===== src/sv/mcg_pkg.sv =====
`default_nettype none
// ---------------------------------------------------------------------------
// mcg_pkg
// Shared types and constants of the midpoint circle generator.
// ---------------------------------------------------------------------------
package mcg_pkg;

    localparam int SCREEN_BITS  = 14;
    localparam int OCT_BITS     = 3;
    localparam int CFG_IDX_BITS = 2;

    localparam logic CMD_START = 1'b0;
    localparam logic CMD_STEP  = 1'b1;

    localparam logic [CFG_IDX_BITS-1:0] CFG_ORIGIN_X = 2'd0;
    localparam logic [CFG_IDX_BITS-1:0] CFG_ORIGIN_Y = 2'd1;

    localparam int ORIGIN_X_RESET = 320;
    localparam int ORIGIN_Y_RESET = 240;

    localparam logic [OCT_BITS-1:0] OCT_LAST = 3'd7;

    // control part of one queued step job
    typedef struct packed {
        logic pixel;    // 0: step without an active circle
        logic done;     // circle finishes with this step
    } job_ctrl_t;

    localparam int JOB_CTRL_BITS = $bits(job_ctrl_t);

endpackage
`default_nettype wire


===== src/sv/mcg_front.sv =====
`default_nettype none
// ---------------------------------------------------------------------------
// mcg_front
// Command front end: holds the circle state, takes start and step commands
// and pushes one job per step into the queue.
// ---------------------------------------------------------------------------
module mcg_front #(
    parameter int COORD_BITS  = 12,
    parameter int RADIUS_BITS = 10
) (
    input  wire                         aclk,
    input  wire                         aresetn,
    input  wire                         cmd_valid,
    output logic                        cmd_ready,
    input  wire                         cmd_kind,
    input  wire  [COORD_BITS-1:0]       cmd_center_x,
    input  wire  [COORD_BITS-1:0]       cmd_center_y,
    input  wire  [RADIUS_BITS-1:0]      cmd_radius,
    input  wire                         job_ready,
    output logic                        job_push,
    output mcg_pkg::job_ctrl_t          job_ctrl,
    output logic [RADIUS_BITS-1:0]      job_x,
    output logic [RADIUS_BITS-1:0]      job_y,
    output logic [COORD_BITS-1:0]       job_center_x,
    output logic [COORD_BITS-1:0]       job_center_y
);
    import mcg_pkg::*;

    localparam int N_BITS   = RADIUS_BITS + 2;
    localparam int DEC_BITS = RADIUS_BITS + 3;

    logic [RADIUS_BITS-1:0]     x_reg, x_next;
    logic [RADIUS_BITS-1:0]     y_reg, y_next;
    logic signed [DEC_BITS-1:0] dec_reg, dec_next;
    logic [COORD_BITS-1:0]      cx_reg, cx_next;
    logic [COORD_BITS-1:0]      cy_reg, cy_next;
    logic                       active_reg, active_next;

    logic                       accept;
    logic                       dec_pos;
    logic signed [N_BITS-1:0]   nx, ny, diff;
    logic                       done;

    assign cmd_ready = job_ready;
    assign accept    = cmd_valid && cmd_ready;

    always_comb begin
        dec_pos = !dec_reg[DEC_BITS-1] && (dec_reg != '0);
        nx      = N_BITS'({2'b00, x_reg}) + N_BITS'(1);
        ny      = N_BITS'({2'b00, y_reg}) - N_BITS'(dec_pos);
        diff    = dec_pos ? (nx - ny) : nx;
        done    = nx > ny;
    end

    always_comb begin
        x_next      = x_reg;
        y_next      = y_reg;
        dec_next    = dec_reg;
        cx_next     = cx_reg;
        cy_next     = cy_reg;
        active_next = active_reg;
        if (accept) begin
            if (cmd_kind == CMD_START) begin
                x_next      = '0;
                y_next      = cmd_radius;
                dec_next    = DEC_BITS'(1) - DEC_BITS'(cmd_radius);
                cx_next     = cmd_center_x;
                cy_next     = cmd_center_y;
                active_next = 1'b1;
            end else if (active_reg) begin
                if (done) begin
                    x_next      = '0;
                    y_next      = '0;
                    dec_next    = '0;
                    active_next = 1'b0;
                end else begin
                    x_next   = nx[RADIUS_BITS-1:0];
                    y_next   = ny[RADIUS_BITS-1:0];
                    dec_next = dec_reg + (DEC_BITS'(diff) <<< 1) + DEC_BITS'(1);
                end
            end
        end
    end

    always_ff @(posedge aclk) begin
        if (!aresetn) begin
            x_reg      <= '0;
            y_reg      <= '0;
            dec_reg    <= '0;
            cx_reg     <= '0;
            cy_reg     <= '0;
            active_reg <= 1'b0;
        end else begin
            x_reg      <= x_next;
            y_reg      <= y_next;
            dec_reg    <= dec_next;
            cx_reg     <= cx_next;
            cy_reg     <= cy_next;
            active_reg <= active_next;
        end
    end

    // a step always queues a job; points use the state before the update
    assign job_push      = accept && (cmd_kind == CMD_STEP);
    assign job_ctrl.pixel = active_reg;
    assign job_ctrl.done  = active_reg && done;
    assign job_x         = x_reg;
    assign job_y         = y_reg;
    assign job_center_x  = cx_reg;
    assign job_center_y  = cy_reg;

endmodule
`default_nettype wire


===== src/sv/mcg_queue.sv =====
`default_nettype none
// ---------------------------------------------------------------------------
// mcg_queue
// Two-entry job queue between the command front end and the pixel back end.
// ---------------------------------------------------------------------------
module mcg_queue #(
    parameter int WIDTH = 40
) (
    input  wire              aclk,
    input  wire              aresetn,
    input  wire              push,
    input  wire  [WIDTH-1:0] push_data,
    output logic             push_ready,
    input  wire              pop,
    output logic             pop_valid,
    output logic [WIDTH-1:0] pop_data
);
    import mcg_pkg::*;

    logic [WIDTH-1:0] mem [2];
    logic             wr_ptr_reg, wr_ptr_next;
    logic             rd_ptr_reg, rd_ptr_next;
    logic [1:0]       count_reg, count_next;
    logic             do_push, do_pop;

    assign push_ready = (count_reg != 2'd2);
    assign pop_valid  = (count_reg != 2'd0);
    assign pop_data   = mem[rd_ptr_reg];
    assign do_push    = push && push_ready;
    assign do_pop     = pop && pop_valid;

    always_comb begin
        wr_ptr_next = wr_ptr_reg ^ do_push;
        rd_ptr_next = rd_ptr_reg ^ do_pop;
        count_next  = count_reg + 2'(do_push) - 2'(do_pop);
    end

    always_ff @(posedge aclk) begin
        if (do_push) begin
            mem[wr_ptr_reg] <= push_data;
        end
    end

    always_ff @(posedge aclk) begin
        if (!aresetn) begin
            wr_ptr_reg <= 1'b0;
            rd_ptr_reg <= 1'b0;
            count_reg  <= 2'd0;
        end else begin
            wr_ptr_reg <= wr_ptr_next;
            rd_ptr_reg <= rd_ptr_next;
            count_reg  <= count_next;
        end
    end

endmodule
`default_nettype wire


===== src/sv/mcg_back.sv =====
`default_nettype none
// ---------------------------------------------------------------------------
// mcg_back
// Pixel back end: expands a step job into its eight symmetric points (one
// word if no circle), one registered word per cycle while res_ready is high.
// ---------------------------------------------------------------------------
module mcg_back #(
    parameter int COORD_BITS  = 12,
    parameter int RADIUS_BITS = 10
) (
    input  wire                              aclk,
    input  wire                              aresetn,
    input  wire  [COORD_BITS-1:0]            origin_x,
    input  wire  [COORD_BITS-1:0]            origin_y,
    input  wire                              job_valid,
    output logic                             job_pop,
    input  mcg_pkg::job_ctrl_t               job_ctrl,
    input  wire  [RADIUS_BITS-1:0]           job_x,
    input  wire  [RADIUS_BITS-1:0]           job_y,
    input  wire  [COORD_BITS-1:0]            job_center_x,
    input  wire  [COORD_BITS-1:0]            job_center_y,
    output logic                             res_valid,
    input  wire                              res_ready,
    output logic                             res_pixel,
    output logic [mcg_pkg::SCREEN_BITS-1:0]  res_screen_x,
    output logic [mcg_pkg::SCREEN_BITS-1:0]  res_screen_y,
    output logic [mcg_pkg::OCT_BITS-1:0]     res_octant,
    output logic                             res_last,
    output logic                             res_done
);
    import mcg_pkg::*;

    logic                           busy_reg, busy_next;
    logic [OCT_BITS-1:0]            oct_reg, oct_next;
    job_ctrl_t                      ctrl_reg;
    logic [RADIUS_BITS-1:0]         x_reg, y_reg;
    logic signed [COORD_BITS-1:0]   cx_reg, cy_reg;

    logic                           valid_reg, valid_next;
    logic                           pixel_reg;
    logic [SCREEN_BITS-1:0]         sx_reg, sy_reg;
    logic [OCT_BITS-1:0]            octo_reg;
    logic                           last_reg, done_reg;

    logic                           emit, emit_last, load;
    logic [SCREEN_BITS-1:0]         a, b, pt_x, pt_y;

    assign emit      = busy_reg && (!valid_reg || res_ready);
    assign emit_last = !ctrl_reg.pixel || (oct_reg == OCT_LAST);
    assign load      = job_valid && (!busy_reg || (emit && emit_last));
    assign job_pop   = load;

    // octant code: bit 2 swaps x and y, bit 1 negates a, bit 0 negates b
    always_comb begin
        a = oct_reg[2] ? SCREEN_BITS'(y_reg) : SCREEN_BITS'(x_reg);
        b = oct_reg[2] ? SCREEN_BITS'(x_reg) : SCREEN_BITS'(y_reg);
        if (oct_reg[1]) begin
            a = -a;
        end
        if (oct_reg[0]) begin
            b = -b;
        end
        pt_x = SCREEN_BITS'(origin_x) + SCREEN_BITS'(cx_reg) + a;
        pt_y = SCREEN_BITS'(origin_y) - SCREEN_BITS'(cy_reg) - b;
    end

    always_comb begin
        busy_next  = busy_reg;
        oct_next   = oct_reg;
        valid_next = valid_reg;
        if (res_ready) begin
            valid_next = 1'b0;
        end
        if (emit) begin
            valid_next = 1'b1;
            if (emit_last) begin
                busy_next = 1'b0;
            end else begin
                oct_next = oct_reg + OCT_BITS'(1);
            end
        end
        if (load) begin
            busy_next = 1'b1;
            oct_next  = '0;
        end
    end

    always_ff @(posedge aclk) begin
        if (!aresetn) begin
            busy_reg  <= 1'b0;
            oct_reg   <= '0;
            valid_reg <= 1'b0;
        end else begin
            busy_reg  <= busy_next;
            oct_reg   <= oct_next;
            valid_reg <= valid_next;
        end
    end

    always_ff @(posedge aclk) begin
        if (load) begin
            ctrl_reg <= job_ctrl;
            x_reg    <= job_x;
            y_reg    <= job_y;
            cx_reg   <= job_center_x;
            cy_reg   <= job_center_y;
        end
        if (emit) begin
            pixel_reg <= ctrl_reg.pixel;
            last_reg  <= emit_last;
            if (ctrl_reg.pixel) begin
                sx_reg   <= pt_x;
                sy_reg   <= pt_y;
                octo_reg <= oct_reg;
                done_reg <= ctrl_reg.done;
            end else begin
                sx_reg   <= '0;
                sy_reg   <= '0;
                octo_reg <= '0;
                done_reg <= 1'b0;
            end
        end
    end

    assign res_valid    = valid_reg;
    assign res_pixel    = pixel_reg;
    assign res_screen_x = sx_reg;
    assign res_screen_y = sy_reg;
    assign res_octant   = octo_reg;
    assign res_last     = last_reg;
    assign res_done     = done_reg;

endmodule
`default_nettype wire


===== src/sv/midpoint_circle_generator.sv =====
`default_nettype none
// A step word passes the job queue and the back end's job registers, and its
// first pixel leaves the back end's output register. Each step gives eight
// result words, one a cycle from the back end's octant counter while
// m_tready is high. A step with no circle loaded gives one word. A two-entry
// job queue lets the front end take words while results stall.
// Reset: synchronous, active low; clears circle state, queue and output.
// ---------------------------------------------------------------------------
// midpoint_circle_generator
// Midpoint circle rasterizer with a command front end, a job queue and a
// pixel back end emitting the eight symmetric points of each step.
// ---------------------------------------------------------------------------
module midpoint_circle_generator #(
    parameter int COORD_BITS  = 12,
    parameter int RADIUS_BITS = 10
) (
    input  wire                                aclk,
    input  wire                                aresetn,
    input  wire                                s_tvalid,
    output logic                               s_tready,
    // center_x, center_y, radius, zero padding
    input  wire  [((2*COORD_BITS+RADIUS_BITS+7)/8)*8-1:0] s_tdata,
    // command
    input  wire                                s_tuser,
    output logic                               m_tvalid,
    input  wire                                m_tready,
    // screen_x, screen_y, octant, circle_done
    output logic [31:0]                        m_tdata,
    // pixel_valid
    output logic                               m_tuser,
    output logic                               m_tlast,
    input  wire                                cfg_valid,
    output logic                               cfg_ready,
    input  wire  [mcg_pkg::CFG_IDX_BITS-1:0]   cfg_index,
    input  wire  [COORD_BITS-1:0]              cfg_data
);
    import mcg_pkg::*;

    localparam int IN_BITS  = 2*COORD_BITS + RADIUS_BITS;
    localparam int IN_WIDTH = ((IN_BITS + 7) / 8) * 8;
    localparam int JOB_BITS = JOB_CTRL_BITS + 2*RADIUS_BITS + 2*COORD_BITS;

    logic [COORD_BITS-1:0]   origin_x_reg, origin_x_next;
    logic [COORD_BITS-1:0]   origin_y_reg, origin_y_next;

    logic                    f_push, q_ready, q_valid, q_pop;
    job_ctrl_t               f_ctrl, b_ctrl;
    logic [RADIUS_BITS-1:0]  f_x, f_y, b_x, b_y;
    logic [COORD_BITS-1:0]   f_cx, f_cy, b_cx, b_cy;
    logic [JOB_BITS-1:0]     q_in, q_out;
    logic [SCREEN_BITS-1:0]  r_sx, r_sy;
    logic [OCT_BITS-1:0]     r_oct;
    logic                    r_done;
    logic [IN_WIDTH-1:0]     s_word;

    assign cfg_ready = 1'b1;
    assign s_word    = s_tdata;

    always_comb begin
        origin_x_next = origin_x_reg;
        origin_y_next = origin_y_reg;
        if (cfg_valid) begin
            case (cfg_index)
                CFG_ORIGIN_X: origin_x_next = cfg_data;
                CFG_ORIGIN_Y: origin_y_next = cfg_data;
                default: ;  // drop writes beyond the register list
            endcase
        end
    end

    always_ff @(posedge aclk) begin
        if (!aresetn) begin
            origin_x_reg <= COORD_BITS'(ORIGIN_X_RESET);
            origin_y_reg <= COORD_BITS'(ORIGIN_Y_RESET);
        end else begin
            origin_x_reg <= origin_x_next;
            origin_y_reg <= origin_y_next;
        end
    end

    mcg_front #(
        .COORD_BITS  (COORD_BITS),
        .RADIUS_BITS (RADIUS_BITS)
    ) u_front (
        .aclk         (aclk),
        .aresetn      (aresetn),
        .cmd_valid    (s_tvalid),
        .cmd_ready    (s_tready),
        .cmd_kind     (s_tuser),
        .cmd_center_x (s_word[COORD_BITS-1:0]),
        .cmd_center_y (s_word[2*COORD_BITS-1:COORD_BITS]),
        .cmd_radius   (s_word[IN_BITS-1:2*COORD_BITS]),
        .job_ready    (q_ready),
        .job_push     (f_push),
        .job_ctrl     (f_ctrl),
        .job_x        (f_x),
        .job_y        (f_y),
        .job_center_x (f_cx),
        .job_center_y (f_cy)
    );

    assign q_in = {f_ctrl, f_cy, f_cx, f_y, f_x};
    assign {b_ctrl, b_cy, b_cx, b_y, b_x} = q_out;

    mcg_queue #(
        .WIDTH (JOB_BITS)
    ) u_queue (
        .aclk       (aclk),
        .aresetn    (aresetn),
        .push       (f_push),
        .push_data  (q_in),
        .push_ready (q_ready),
        .pop        (q_pop),
        .pop_valid  (q_valid),
        .pop_data   (q_out)
    );

    mcg_back #(
        .COORD_BITS  (COORD_BITS),
        .RADIUS_BITS (RADIUS_BITS)
    ) u_back (
        .aclk         (aclk),
        .aresetn      (aresetn),
        .origin_x     (origin_x_reg),
        .origin_y     (origin_y_reg),
        .job_valid    (q_valid),
        .job_pop      (q_pop),
        .job_ctrl     (b_ctrl),
        .job_x        (b_x),
        .job_y        (b_y),
        .job_center_x (b_cx),
        .job_center_y (b_cy),
        .res_valid    (m_tvalid),
        .res_ready    (m_tready),
        .res_pixel    (m_tuser),
        .res_screen_x (r_sx),
        .res_screen_y (r_sy),
        .res_octant   (r_oct),
        .res_last     (m_tlast),
        .res_done     (r_done)
    );

    assign m_tdata = {r_done, r_oct, r_sy, r_sx};

`ifndef SYNTHESIS
    a_invalid_is_last: assert property (@(posedge aclk) disable iff (!aresetn)
        m_tvalid && !m_tuser |-> m_tlast)
        else $error("word without pixel not marked last");

    a_invalid_is_zero: assert property (@(posedge aclk) disable iff (!aresetn)
        m_tvalid && !m_tuser |-> (m_tdata == 32'd0))
        else $error("word without pixel carries data");

    a_last_octant: assert property (@(posedge aclk) disable iff (!aresetn)
        m_tvalid && m_tuser |-> (m_tlast == (m_tdata[30:28] == OCT_LAST)))
        else $error("last flag out of step with octant");
`endif

endmodule
`default_nettype wire

===== config.mk =====
export PLATFORM = sky130hd
export DESIGN_NAME = midpoint_circle_generator
export DESIGN_NICKNAME = d
export VERILOG_FILES = /design/src/sv/mcg_pkg.sv /design/src/sv/mcg_front.sv /design/src/sv/mcg_queue.sv /design/src/sv/mcg_back.sv /design/src/sv/midpoint_circle_generator.sv
export SDC_FILE = /design/constraint.sdc
export NUM_CORES = 1
export LEC_CHECK = 0
export BUFFER_PORTS_ARGS = -buffer_cell sky130_fd_sc_hd__buf_4
export CORE_ASPECT_RATIO = 0.5
export CORE_UTILIZATION = 61
export DETAILED_ROUTE_END_ITERATION = 8
export HOLD_SLACK_MARGIN = 0.02
export PLACE_DENSITY = 0.8
export SLEW_MARGIN = 10
export SYNTH_ARGS = -nofsm -noshare
export SYNTH_HDL_FRONTEND = slang
export SYNTH_HIERARCHICAL = 1
export SYNTH_SLANG_ARGS = --single-unit

===== constraint.sdc =====
create_clock -name aclk -period 7 [get_ports aclk]
set_clock_uncertainty 0.15 [all_clocks]
set_input_delay 1.05 -clock aclk [delete_from_list [all_inputs] [get_ports aclk]]
set_output_delay 1.05 -clock aclk [all_outputs]
set_load 0.005 [all_outputs]

==> flow_metrics.env <==
export IMPL_run_status="finished, final reports clean"
export IMPL_dp_hpwl_um=22200
export IMPL_overflow=0
export IMPL_synth_edff_count=172
export IMPL_grt_pass1_wl_um=49100
export IMPL_cp_end_kind="flop"
export IMPL_syn_inst=1297
export IMPL_die_h_um=110
export IMPL_antenna_found_initial=0
export IMPL_nNetsFinal=1520
export IMPL_start_kind="flop"
export IMPL_leakagePower_nw=6.25
export IMPL_post_cts_setup_buffers=0
export IMPL_yosysWarnings=6
export IMPL_grt_max_degree=89
export IMPL_hold_class="reg -> reg"
export IMPL_crit_path_frequent_cell="ha_1"
export IMPL_wl_um=31200
export IMPL_slew_headroom=0.244
export IMPL_die_w_um=217
export IMPL_viasPerCell=5.77
export IMPL_setup_tns_ns=0
export IMPL_synthTopCellsByCount="edfxtp_1 (172), nand2_1 (131), inv_1 (104)"
export IMPL_place_area_sq_mm=0.0150
export IMPL_cts_max_path_buffers=3
export IMPL_crit_family="compound AO/OA/AOI/OAI gates"
export IMPL_avgSynthCellArea_sq_um=10.9
export IMPL_tightest_slew_ns=1.13
export IMPL_cts_tree="yes"
export IMPL_fmax_ghz=0.186
export IMPL_grt_pass1_vias=9345
export IMPL_cts_reportedPaths_clkPinSlew_ns=0.07
export IMPL_fin_crit_sh=0.766
export IMPL_place_gp_congestion=0.921
export IMPL_synth_ff_latch_count=264
export IMPL_synth_most_common_cell="edfxtp_1"
export IMPL_ios=97
export IMPL_hold_buffers=0
export IMPL_powerDensity_mw_per_mm2=258
export IMPL_slew_viol_final=0
export IMPL_rrSetupSlack_ns=1.64
export IMPL_holdWs_ns=0.305
export IMPL_wl_per_cell_um=18.5
export IMPL_path_class="reg -> reg"
export IMPL_drv_cap=0
export IMPL_max_flop_register="u_queue/mem"
export IMPL_critPathSlowestCell="nor4_1"
export IMPL_drc=0
export IMPL_syn_to_final_growth_pct=11.1
export IMPL_cts_resized_gates=0
export IMPL_setup_viol=0
export IMPL_rsz0062_at_grt="false"
export IMPL_htree_levels=1
export IMPL_ir_drop_mv=0.169
export IMPL_synth_flop_cell="edfxtp_1"
export IMPL_cpPeakStageDelay_ns=0.41
export IMPL_cp_max_fo=23
export IMPL_hold_viol=0
export IMPL_largest_reg_flops=92
export IMPL_drt_iter0_markers=815
export IMPL_seq_area_frac_synth=0.496
export IMPL_diodes=0
export IMPL_critPathBufInv=1
export IMPL_synth_top_cell_area_share=0.366
export IMPL_arrival_ns=5.67
export IMPL_drt_pass1_iterations=5
export IMPL_cp_required_ns=7.30
export IMPL_core_sq_mm=0.0222
export IMPL_power_total_w=0.00406
export IMPL_start_util=0.636
export IMPL_cts_root_buf="clkbuf_16"
export IMPL_placementRows=38
export IMPL_clock_sinks=264
export IMPL_vias=9728
export IMPL_cts_buffers=23
export IMPL_post_synth_top_area_cell="edfxtp_1"
export IMPL_ys_top_cells_by_area="edfxtp_1 (37%), dfxtp_1 (13%), ha_1 (5.5%)"
export IMPL_post_synth_instance_area_sq_mm=0.0141
export IMPL_grt_total_usage=0.268
export IMPL_synthArstFlopShare=0
export IMPL_min_period_ns=5.36
export IMPL_ant_nets=0
export IMPL_clk_latency_ns=0.52
export IMPL_port_buffers=89
export IMPL_crit_chain="nor4_1 > a31oi_1 > buf_4 > ha_1 > ha_1 > a31oi_1 > a31oi_1 > ha_1 > and4_1 > a21boi_0 > nor3_1 > xnor2_1 > a21oi_1 > ha_1 > a21o_1 > a21o_1 > a21o_1 > a221oi_1 > o21a_1 > o21ai_2 > a21oi_1"
export IMPL_die_area_sq_mm=0.0238
export IMPL_ys_types=79
export IMPL_drive_above_1_share=0.152
export IMPL_stdcell_area_sq_mm=0.0157
export IMPL_syn_nets=1446
==> metrics by stage <==
step / cells / setup WS [ns] / util
6_report: 1687 / 1.64 / 0.707
5_1_grt: 1687 / 1.38 / 0.707
4_1_cts: 1687 / 1.67 / 0.707
3_5_place_dp: 1646 / 1.70 / 0.674
3_3_place_gp: 1646 / 1.78 / 0.674
2_1_floorplan: 1297 / 2.06 / -
==> worst paths after layout <==
check / start / endpoint / cells after the start
max: u_front/dec_reg[7] / u_front/dec_reg[12] / 21
min: u_front/job_center_x[8] / u_queue/mem[0][28] / 0
max reg2reg: u_front/dec_reg[7] / u_front/dec_reg[12] / 21
min reg2reg: u_front/job_center_x[8] / u_queue/mem[0][28] / 0
==> placed cells by master (no fill, tap or decap), types with 6 or more instances in the layout <==
| cell type | instances |
|---|---|
| nor4_1 | 7 |
| and3_1 | 8 |
| xnor2_1 | 43 |
| a21o_1 | 12 |
| and2_1 | 15 |
| fa_1 | 27 |
| nor2b_1 | 26 |
| nand3_1 | 13 |
| a211oi_1 | 11 |
| a221oi_1 | 6 |
| edfxtp_1 | 172 |
| a22oi_1 | 6 |
| a31oi_1 | 9 |
| nor2_1 | 76 |
| o21a_1 | 12 |
| or2_2 | 9 |
| or3_1 | 7 |
| dfxtp_1 | 90 |
| o211a_1 | 8 |
| nor3_1 | 23 |
| nor3b_1 | 6 |
| xor2_1 | 28 |
| a21oi_1 | 58 |
| mux2i_1 | 49 |
| o211ai_1 | 7 |
| inv_1 | 104 |
| nand2_1 | 131 |
| nand2b_1 | 8 |
| o21ai_0 | 67 |
| ha_1 | 61 |
| clkbuf_16 | 23 |
| buf_4 | 98 |
| a21boi_0 | 30 |
| mux2_2 | 46 |
==> kinds of logic after synthesis <==
kind of cell,share of synthesized area
mux,0.0714
xor+xnor,0.0440
buf+inv,0.0477
fa+ha+maj,0.0932
other cells,0.000265
flops,0.496
compound gates,0.122
simple gates,0.125
==> cell type report <==
cell class	count	area [sq um]
sequential	264	7010
fill	1584	6510
multi-input combinational	879	6460
timing repair buffer	98	736
clock buffer	30	622
inverter	105	394
tap	300	375
clock inverter	11	96.3
==> per-layer routing <==
metal  global-route usage  share of wire  vias to the layer above
met5                    0              0                        -
met4               0.0518          0.019                        0
met3               0.0401          0.053                       40
met2                0.442           0.45                      273
met1                0.382           0.47                     4684
li1                     -              -                     4731
==> power breakdown <==
| group | switching, W | total (W) | internal [W] |
|---|---|---|---|
| Clock | 0.000561 | 0.00123 | 0.000671 |
| Combinational | 0.000561 | 0.000985 | 0.000424 |
| Sequential | 0.0000693 | 0.00184 | 0.00177 |
(Power assumes the default switching activity.)
